File: config.mk
export PLATFORM = sky130hd
export DESIGN_NAME = greedy_change_dispenser
export DESIGN_NICKNAME = d
export VERILOG_FILES = /design/src/rtl/gcdisp_pkg.sv /design/src/rtl/gcdisp_ctrl.sv /design/src/rtl/gcdisp_dp.sv /design/src/rtl/greedy_change_dispenser.sv
export VERILOG_INCLUDE_DIRS = /design/src /design/src/rtl
export SDC_FILE = /design/constraint.sdc
export NUM_CORES = 1
export LEC_CHECK = 0
export BUFFER_PORTS_ARGS = -buffer_cell sky130_fd_sc_hd__buf_4
export CORE_ASPECT_RATIO = 0.75
export CORE_MARGIN = 3
export CORE_UTILIZATION = 60
export CTS_BUF_LIST = sky130_fd_sc_hd__clkbuf_2
export CTS_CLUSTER_SIZE = 14
export DETAILED_ROUTE_END_ITERATION = 10
export PLACE_DENSITY = 0.78
export SLEW_MARGIN = 20
export SYNTH_ARGS = -nofsm -noshare
export SYNTH_HDL_FRONTEND = slang
export SYNTH_SLANG_ARGS = --single-unit
File: constraint.sdc
create_clock -name clk_i -period 29.6 [get_ports clk_i]
set_clock_uncertainty 0.1 [all_clocks]
set_input_delay 1.48 -clock clk_i [delete_from_list [all_inputs] [get_ports clk_i]]
set_output_delay 1.48 -clock clk_i [all_outputs]
set_load 0.1 [all_outputs]
File: src/rtl/greedy_change_dispenser_assert.svh
// ----------------------------------------------------------------------------
// Greedy change dispenser assertion macros
// Shorthand for the clocked checks at the end of the top level.
// ----------------------------------------------------------------------------
`ifndef GREEDY_CHANGE_DISPENSER_ASSERT_SVH
`define GREEDY_CHANGE_DISPENSER_ASSERT_SVH

// The consequent must hold in the same cycle as the antecedent.
`define GCD_ASSERT_NOW(label, ante, cons, msg) \
  label: assert property (@(posedge clk_i) disable iff (!rst_ni) (ante) |-> (cons)) \
    else $error(msg);

// The consequent must hold in the cycle after the antecedent.
`define GCD_ASSERT_NEXT(label, ante, cons, msg) \
  label: assert property (@(posedge clk_i) disable iff (!rst_ni) (ante) |=> (cons)) \
    else $error(msg);

`endif

File: src/rtl/gcdisp_pkg.sv
// ----------------------------------------------------------------------------
// Greedy change dispenser package
// Denominations, reciprocal constants, status codes and shared types.
// ----------------------------------------------------------------------------
package gcdisp_pkg;

  localparam int unsigned NUM_DENOM   = 8;
  localparam int unsigned DENOM_IDX_W = 3;
  localparam int unsigned AMOUNT_W    = 16;
  localparam int unsigned LOAD_W      = 10;
  localparam int unsigned RECIP_W     = 17;
  localparam int unsigned SHIFT_W     = 5;
  localparam int unsigned PROD_W      = AMOUNT_W + RECIP_W;
  localparam int unsigned STATUS_W    = 2;
  localparam int unsigned IN_TDATA_W  = 32;
  localparam int unsigned OUT_TDATA_W = 80;

  localparam logic [STATUS_W-1:0] STATUS_PAID   = 2'd0;
  localparam logic [STATUS_W-1:0] STATUS_SHORT  = 2'd1;
  localparam logic [STATUS_W-1:0] STATUS_LOADED = 2'd2;

  localparam logic KIND_LOAD    = 1'b0;
  localparam logic KIND_REQUEST = 1'b1;

  // Coin values in cents, smallest first.
  localparam logic [AMOUNT_W-1:0] DENOM_VALUE [NUM_DENOM] = '{
    16'd5, 16'd10, 16'd20, 16'd50, 16'd100, 16'd200, 16'd500, 16'd1000
  };

  // x / d == (x * RECIP) >> RECIP_SHIFT for every 16-bit x, with
  // RECIP = ceil(2^s / d) and s = 16 + ceil(log2 d).
  localparam logic [RECIP_W-1:0] RECIP [NUM_DENOM] = '{
    17'd104858, 17'd104858, 17'd104858, 17'd83887,
    17'd83887,  17'd83887,  17'd67109,  17'd67109
  };

  localparam logic [SHIFT_W-1:0] RECIP_SHIFT [NUM_DENOM] = '{
    5'd19, 5'd20, 5'd21, 5'd22, 5'd23, 5'd24, 5'd25, 5'd26
  };

  typedef struct packed {
    logic                   accept;
    logic                   quot_en;
    logic                   take_en;
    logic                   finish;
    logic [DENOM_IDX_W-1:0] denom;
  } gcdisp_cmd_t;

endpackage

File: src/rtl/gcdisp_ctrl.sv
// ----------------------------------------------------------------------------
// Greedy change dispenser controller
// Sequences the walk over the denominations and owns the output valid flag.
// ----------------------------------------------------------------------------
module gcdisp_ctrl import gcdisp_pkg::*; (
  input  logic        clk_i,
  input  logic        rst_ni,
  input  logic        in_valid_i,
  input  logic        in_kind_i,
  output logic        in_ready_o,
  input  logic        out_ready_i,
  output logic        out_valid_o,
  output gcdisp_cmd_t cmd_o
);

  localparam logic [1:0] ST_IDLE = 2'd0;
  localparam logic [1:0] ST_QUOT = 2'd1;
  localparam logic [1:0] ST_TAKE = 2'd2;
  localparam logic [1:0] ST_DONE = 2'd3;

  logic [1:0]             state_q, state_d;
  logic [DENOM_IDX_W-1:0] denom_q, denom_d;
  logic                   out_valid_q, out_valid_d;
  logic                   accept;
  logic                   finish;

  assign in_ready_o  = (state_q == ST_IDLE);
  assign out_valid_o = out_valid_q;
  assign accept      = in_valid_i & in_ready_o;
  // The result register is free once its current item has been taken.
  assign finish      = (state_q == ST_DONE) & (~out_valid_q | out_ready_i);

  assign cmd_o.accept  = accept;
  assign cmd_o.quot_en = (state_q == ST_QUOT);
  assign cmd_o.take_en = (state_q == ST_TAKE);
  assign cmd_o.finish  = finish;
  assign cmd_o.denom   = denom_q;

  always_comb begin
    state_d = state_q;
    denom_d = denom_q;
    case (state_q)
      ST_IDLE: begin
        if (accept) begin
          denom_d = DENOM_IDX_W'(NUM_DENOM - 1);
          state_d = (in_kind_i == KIND_REQUEST) ? ST_QUOT : ST_DONE;
        end
      end
      ST_QUOT: begin
        state_d = ST_TAKE;
      end
      ST_TAKE: begin
        if (denom_q == '0) begin
          state_d = ST_DONE;
        end else begin
          denom_d = denom_q - 1'b1;
          state_d = ST_QUOT;
        end
      end
      ST_DONE: begin
        if (finish) begin
          state_d = ST_IDLE;
        end
      end
      default: begin
        state_d = ST_IDLE;
      end
    endcase
  end

  always_comb begin
    out_valid_d = out_valid_q;
    if (finish) begin
      out_valid_d = 1'b1;
    end else if (out_ready_i) begin
      out_valid_d = 1'b0;
    end
  end

  always_ff @(posedge clk_i or negedge rst_ni) begin
    if (!rst_ni) begin
      state_q     <= ST_IDLE;
      denom_q     <= '0;
      out_valid_q <= 1'b0;
    end else begin
      state_q     <= state_d;
      denom_q     <= denom_d;
      out_valid_q <= out_valid_d;
    end
  end

endmodule

File: src/rtl/gcdisp_dp.sv
// ----------------------------------------------------------------------------
// Greedy change dispenser datapath
// Coin stock, remainder, reciprocal divider step and the result register.
// ----------------------------------------------------------------------------
module gcdisp_dp import gcdisp_pkg::*; #(
  parameter int unsigned COUNT_WIDTH = 10
) (
  input  logic                   clk_i,
  input  logic                   rst_ni,
  input  gcdisp_cmd_t            cmd_i,
  input  logic                   in_kind_i,
  input  logic [IN_TDATA_W-1:0]  in_tdata_i,
  output logic [STATUS_W-1:0]    res_status_o,
  output logic [OUT_TDATA_W-1:0] res_coins_o
);

  logic                   kind_q;
  logic [DENOM_IDX_W-1:0] idx_q;
  logic [LOAD_W-1:0]      value_q;
  logic [AMOUNT_W-1:0]    rest_q;
  logic [PROD_W-1:0]      prod_q;
  logic [COUNT_WIDTH-1:0] used_q  [NUM_DENOM];
  logic [COUNT_WIDTH-1:0] stock_q [NUM_DENOM];
  logic [STATUS_W-1:0]    status_q;
  logic [OUT_TDATA_W-1:0] coins_q;

  logic [PROD_W-1:0]      prod_d;
  logic [AMOUNT_W-1:0]    quot;
  logic [AMOUNT_W-1:0]    stock_ext;
  logic [AMOUNT_W-1:0]    take;
  logic [AMOUNT_W-1:0]    pay;
  logic [AMOUNT_W-1:0]    coin_ext [NUM_DENOM];
  logic [AMOUNT_W-1:0]    load_ext;
  logic [OUT_TDATA_W-1:0] coins_packed;
  logic                   paid;

  assign prod_d    = PROD_W'(rest_q) * PROD_W'(RECIP[cmd_i.denom]);
  assign quot      = AMOUNT_W'(prod_q >> RECIP_SHIFT[cmd_i.denom]);
  assign stock_ext = AMOUNT_W'(stock_q[cmd_i.denom]);
  assign take      = (quot < stock_ext) ? quot : stock_ext;
  // take never exceeds rest / value, so the product fits the remainder.
  assign pay       = AMOUNT_W'(take * DENOM_VALUE[cmd_i.denom]);
  assign load_ext  = AMOUNT_W'(value_q);
  assign paid      = (rest_q == '0);

  always_comb begin
    for (int i = 0; i < NUM_DENOM; i++) begin
      coin_ext[i] = AMOUNT_W'(used_q[i]);
    end
  end

  // Counts are cut to the width of their output field.
  assign coins_packed = {6'd0,
                         coin_ext[7][6:0], coin_ext[6][7:0], coin_ext[5][8:0],
                         coin_ext[4][9:0], coin_ext[3][9:0], coin_ext[2][9:0],
                         coin_ext[1][9:0], coin_ext[0][9:0]};

  always_ff @(posedge clk_i) begin
    if (cmd_i.accept) begin
      kind_q  <= in_kind_i;
      idx_q   <= in_tdata_i[2:0];
      value_q <= in_tdata_i[12:3];
      rest_q  <= in_tdata_i[28:13];
    end else if (cmd_i.take_en) begin
      rest_q <= rest_q - pay;
    end
    if (cmd_i.quot_en) begin
      prod_q <= prod_d;
    end
    if (cmd_i.take_en) begin
      used_q[cmd_i.denom] <= take[COUNT_WIDTH-1:0];
    end
    if (cmd_i.finish) begin
      if (kind_q == KIND_LOAD) begin
        status_q <= STATUS_LOADED;
        coins_q  <= '0;
      end else if (paid) begin
        status_q <= STATUS_PAID;
        coins_q  <= coins_packed;
      end else begin
        status_q <= STATUS_SHORT;
        coins_q  <= '0;
      end
    end
  end

  // The stock only changes when an item finishes: a load overwrites one
  // count, a request that was paid exactly gives up the coins it used.
  always_ff @(posedge clk_i or negedge rst_ni) begin
    if (!rst_ni) begin
      for (int i = 0; i < NUM_DENOM; i++) begin
        stock_q[i] <= '0;
      end
    end else if (cmd_i.finish) begin
      if (kind_q == KIND_LOAD) begin
        stock_q[idx_q] <= load_ext[COUNT_WIDTH-1:0];
      end else if (paid) begin
        for (int i = 0; i < NUM_DENOM; i++) begin
          stock_q[i] <= stock_q[i] - used_q[i];
        end
      end
    end
  end

  assign res_status_o = status_q;
  assign res_coins_o  = coins_q;

endmodule

File: src/rtl/greedy_change_dispenser.sv
// ----------------------------------------------------------------------------
// Greedy change dispenser
// Keeps a coin stock for eight denominations and pays amounts out greedily.
// ----------------------------------------------------------------------------
// The slave channel takes one item at a time: tuser selects a stock load or
// a change request, tdata carries the denomination, the new count and the
// amount in cents. Every item gives exactly one item on the master channel,
// with the status in tuser and the coin counts per denomination in tdata.
// A load goes to the result step as soon as it is accepted. A request
// walks the eight denominations from the largest down, each with a step
// for the reciprocal multiply and a step to clamp to stock and update the
// remainder, and then goes to the result step. The block is ready for the
// next item once the result is registered, so it never takes a new item
// before it is through with the last one. The single result
// register lets the block accept a new item while the previous result is
// still waiting to be taken. If the receiver stalls, the finished item waits
// in its last step and the stock is not touched until the result register
// is free. Reset empties the stock and clears the output valid flag. A
// request that cannot be paid exactly reports the short status and leaves
// the stock as it was.
// ----------------------------------------------------------------------------
`include "greedy_change_dispenser_assert.svh"

module greedy_change_dispenser import gcdisp_pkg::*; #(
  parameter int unsigned COUNT_WIDTH = 10
) (
  input  logic                   clk_i,
  input  logic                   rst_ni,
  input  logic                   s_axis_tvalid_i,
  output logic                   s_axis_tready_o,
  // denom_index [2:0], stock_value [12:3], amount_cents [28:13], zero above
  input  logic [IN_TDATA_W-1:0]  s_axis_tdata_i,
  // kind
  input  logic                   s_axis_tuser_i,
  output logic                   m_axis_tvalid_o,
  input  logic                   m_axis_tready_i,
  // coins_5 [9:0], coins_10 [19:10], coins_20 [29:20], coins_50 [39:30],
  // coins_100 [49:40], coins_200 [58:50], coins_500 [66:59],
  // coins_1000 [73:67], zero above
  output logic [OUT_TDATA_W-1:0] m_axis_tdata_o,
  // status
  output logic [STATUS_W-1:0]    m_axis_tuser_o
);

  gcdisp_cmd_t cmd;

  gcdisp_ctrl u_ctrl (
    .clk_i       (clk_i),
    .rst_ni      (rst_ni),
    .in_valid_i  (s_axis_tvalid_i),
    .in_kind_i   (s_axis_tuser_i),
    .in_ready_o  (s_axis_tready_o),
    .out_ready_i (m_axis_tready_i),
    .out_valid_o (m_axis_tvalid_o),
    .cmd_o       (cmd)
  );

  gcdisp_dp #(
    .COUNT_WIDTH (COUNT_WIDTH)
  ) u_dp (
    .clk_i        (clk_i),
    .rst_ni       (rst_ni),
    .cmd_i        (cmd),
    .in_kind_i    (s_axis_tuser_i),
    .in_tdata_i   (s_axis_tdata_i),
    .res_status_o (m_axis_tuser_o),
    .res_coins_o  (m_axis_tdata_o)
  );

  `GCD_ASSERT_NOW(a_finish_into_free_slot, cmd.finish, !m_axis_tvalid_o || m_axis_tready_i, "result register overwritten before it was taken")
  `GCD_ASSERT_NEXT(a_request_not_instant, cmd.accept && (s_axis_tuser_i == KIND_REQUEST), !cmd.finish, "request finished without walking the denominations")
  `GCD_ASSERT_NOW(a_unpaid_no_coins, m_axis_tvalid_o && (m_axis_tuser_o != STATUS_PAID), m_axis_tdata_o == '0, "coins reported for an item that paid nothing")

endmodule

==> metrics.md <==
| Metric | Value |
|---|---|
| Starting Density | `61.8%` |
| Crit. End Element | `register` |
| Most frequent CP cell | `inv_1` |
| Hold crit path type | `primary input to async pin` |
| Setup TNS Final | `0 ns` |
| Final setup fails | `0` |
| Hold buffers post-CTS | `0` |
| Clk sinks | `289` |
| Vias/cell | `5.74` |
| Max-Slew Margin vs Limit | `18.1%` |
| Syn Inst Count | `2583` |
| Vias in the first global route | `19610` |
| Flops & latches, synth | `289` |
| Synth unique cells | `62` |
| Worst Setup Path Type | `register to register` |
| CTS root buffer | `clkbuf_2` |
| Fin crit share | `36.8%` |
| Filler cell count | `3278` |
| Setup bufs post-CTS | `0` |
| Final count of hold timing violations | `0` |
| GRT Util Overall | `29.8%` |
| Global placement routability congestion | `0.979` |
| Via count | `19261` |
| Fin nets | `3309` |
| Crit-path max FO | `35` |
| Area Overhead vs Synth | `8.50%` |
| EDFF count, synth | `203` |
| RSZ-0062 raised after global routing | `false` |
| Clk buf depth | `3` |
| Yosys warns | `0` |
| Clk pin slew, worst setup/hold paths | `0.15 ns` |
| Die Y | `188 um` |
| Drt pass-1 iters | `7` |
| DIE WIDTH | `248 um` |
| Crit start category | `register` |
| Grt ovf | `0` |
| Final wirelength | `67300 um` |
| Clock Latency Late Sink | `0.96 ns` |
| Share of layout cells above drive strength 1 | `11.5%` |
| Post-Synthesis Mean Instance Area | `10.2 sq um` |
| Max_cap viols | `0` |
| Residual DRC count | `0` |
| Sequential fraction of the synthesis area | `31.2%` |
| Commonest non-fill, non-tap cells in the layout | `517 x inv_1, 274 x ha_1, 268 x fa_1` |
| Wire per inst | `20.1 um` |
| Post-CTS sizing | `0` |
| Critical path data required time | `30.23 ns` |
| Primary FF master, synth | `edfxtp_1` |
| Async S/R FF share, synth | `29.8%` |
| I/O pin count | `121` |
| Mapped Area | `26400 sq um` |
| CTS H-Tree Depth | `3` |
| Min Tclk post-route | `10.90 ns` |
| Worst flop-to-flop path endpoint | `u_dp.rest_q[15]` |
| Row count | `65` |
| Slowest CP cell | `ha_1` |
| Largest net degree at the start of global routing | `73` |
| Delay of the slowest critical-path stage | `1.11 ns` |
| Commonest non-fill, non-tap cell in the layout | `inv_1` |
| Reg2reg path depth | `37` |
| Area of the die | `46600 sq um` |
| Buffers on Ports | `111` |
| Critical R2R Launch | `u_ctrl.denom_q[1]` |
| Detail Route Antenna Nets | `0` |
| Pins over their slew limit | `0` |
| Global-route wire length before repair | `106000 um` |
| Initial antenna violation count | `2` |
| Cts bufs inserted | `72` |
| Detail Placement HPWL | `53100 um` |
| FMAX | `91.7 MHz` |
| Core Area | `42800 sq um` |
| Fin Hold WS | `0.351 ns` |
| Outcome | `finished, final reports clean` |
| Reg2Reg Setup Slack | `18.70 ns` |
| WP data arrival | `11.53 ns` |
| CTS tree | `yes` |
| Worst slew pin tran | `1.22 ns` |
| DRT iter0 DRCs | `2129` |
==> cell usage after synthesis, types with 23 or more instances <==
master | count | share of area (%)
inv_1 | 517 | 7.3
ha_1 | 274 | 13
fa_1 | 268 | 20
edfxtp_1 | 203 | 23
nand2_1 | 176 | 2.5
nor2_1 | 145 | 2.1
a21oi_1 | 136 | 2.6
o21ai_0 | 132 | 2.5
dfrtp_1 | 86 | 8.1
nor3_1 | 86 | 1.6
and2_1 | 64 | 1.5
clkbuf_1 | 64 | 0.91
mux2i_1 | 60 | 2.3
xnor2_1 | 51 | 1.7
xor2_1 | 39 | 1.3
nor2b_1 | 37 | 0.88
a21o_1 | 35 | 0.99
mux4_2 | 23 | 2.0
==> registers in the layout, indices dropped and copies added (netlist names), 2 cells and up <==
signal	count
u_dp.stock_q	80
u_dp.used_q	80
u_dp.res_coins_o	74
u_dp.prod_q	17
u_dp.rest_q	16
u_dp.value_q	10
u_ctrl.denom_q	3
u_dp.idx_q	3
u_ctrl.state_q	2
u_dp.res_status_o	2
==> worst max path at each step <==
stage | from | to | slack (ns) | cells past startpoint
after global routing | u_ctrl.denom_q[1] | u_dp.rest_q[15] | 18.27 | 33
after floorplan | u_ctrl.denom_q[0] | u_dp.rest_q[15] | 20.24 | 38
after global placement | u_ctrl.denom_q[1] | u_dp.rest_q[15] | 18.86 | 33
after CTS | u_ctrl.denom_q[1] | u_dp.rest_q[15] | 18.93 | 34
final | u_ctrl.denom_q[1] | u_dp.rest_q[15] | 18.70 | 37
after detailed placement | u_ctrl.denom_q[1] | u_dp.rest_q[15] | 18.93 | 34
==> metrics by stage <==
step / area, sq um / util [%] / setup WS (ns) / instances
global placement: 27900 / 65.2 / 18.86 / 3224
detailed placement: 27900 / 65.2 / 18.93 / 3224
global route: 28700 / 67.0 / 18.27 / 3357
floorplan: 26500 / - / 20.24 / 2602
finish: 28700 / 67.0 / 18.70 / 3357
CTS: 28600 / 66.9 / 18.93 / 3355
==> cell families (layout without fill, tap and decap cells) <==
group,count (synthesis),count (layout),share of synthesized area [%]
AOI/OAI and AO/OA,386,386,8.46
xor gates and xnor gates,91,91,3.05
adders and majority gates,542,542,33.3
buffers and inverters,606,791,8.84
DFF,289,289,31.2
muxes,97,97,4.95
other,2,22,0.0284
and+or+nand+nor,570,570,10.2
==> worst max-delay path, delay by kind of cell (launching register included) <==
kind            cells  cell delay, ns
simple gates        7            1.09
flops               1            0.33
buf+inv             8            1.63
mux                 2            1.32
fa+ha+maj           9            4.17
compound gates     10            1.86
xor+xnor            1            0.16
==> area by class of cell <==
cell class	instances	area (sq um)	share of cell area, %
multi-input cells	1707	16000	55.7
flip-flops and latches	289	8250	28.8
inverters	520	1960	6.83
repair buffers	140	1070	3.74
well taps	569	712	2.48
clock buffers	111	556	1.94
clock inverters	20	138	0.480
diodes	1	2.50	0.00873
==> metal layers <==
layer  vias up  share of wire, %  GRT usage, %
met1      9411                44          46.4
met4         0               2.2          7.60
met3       122                13          8.31
met2      1006                41          41.1
met5         -                 0             0
li1       8722                 -             -
Power is not shown: default switching activity piles up to over one toggle a cycle in this logic, so the estimate is an artifact.
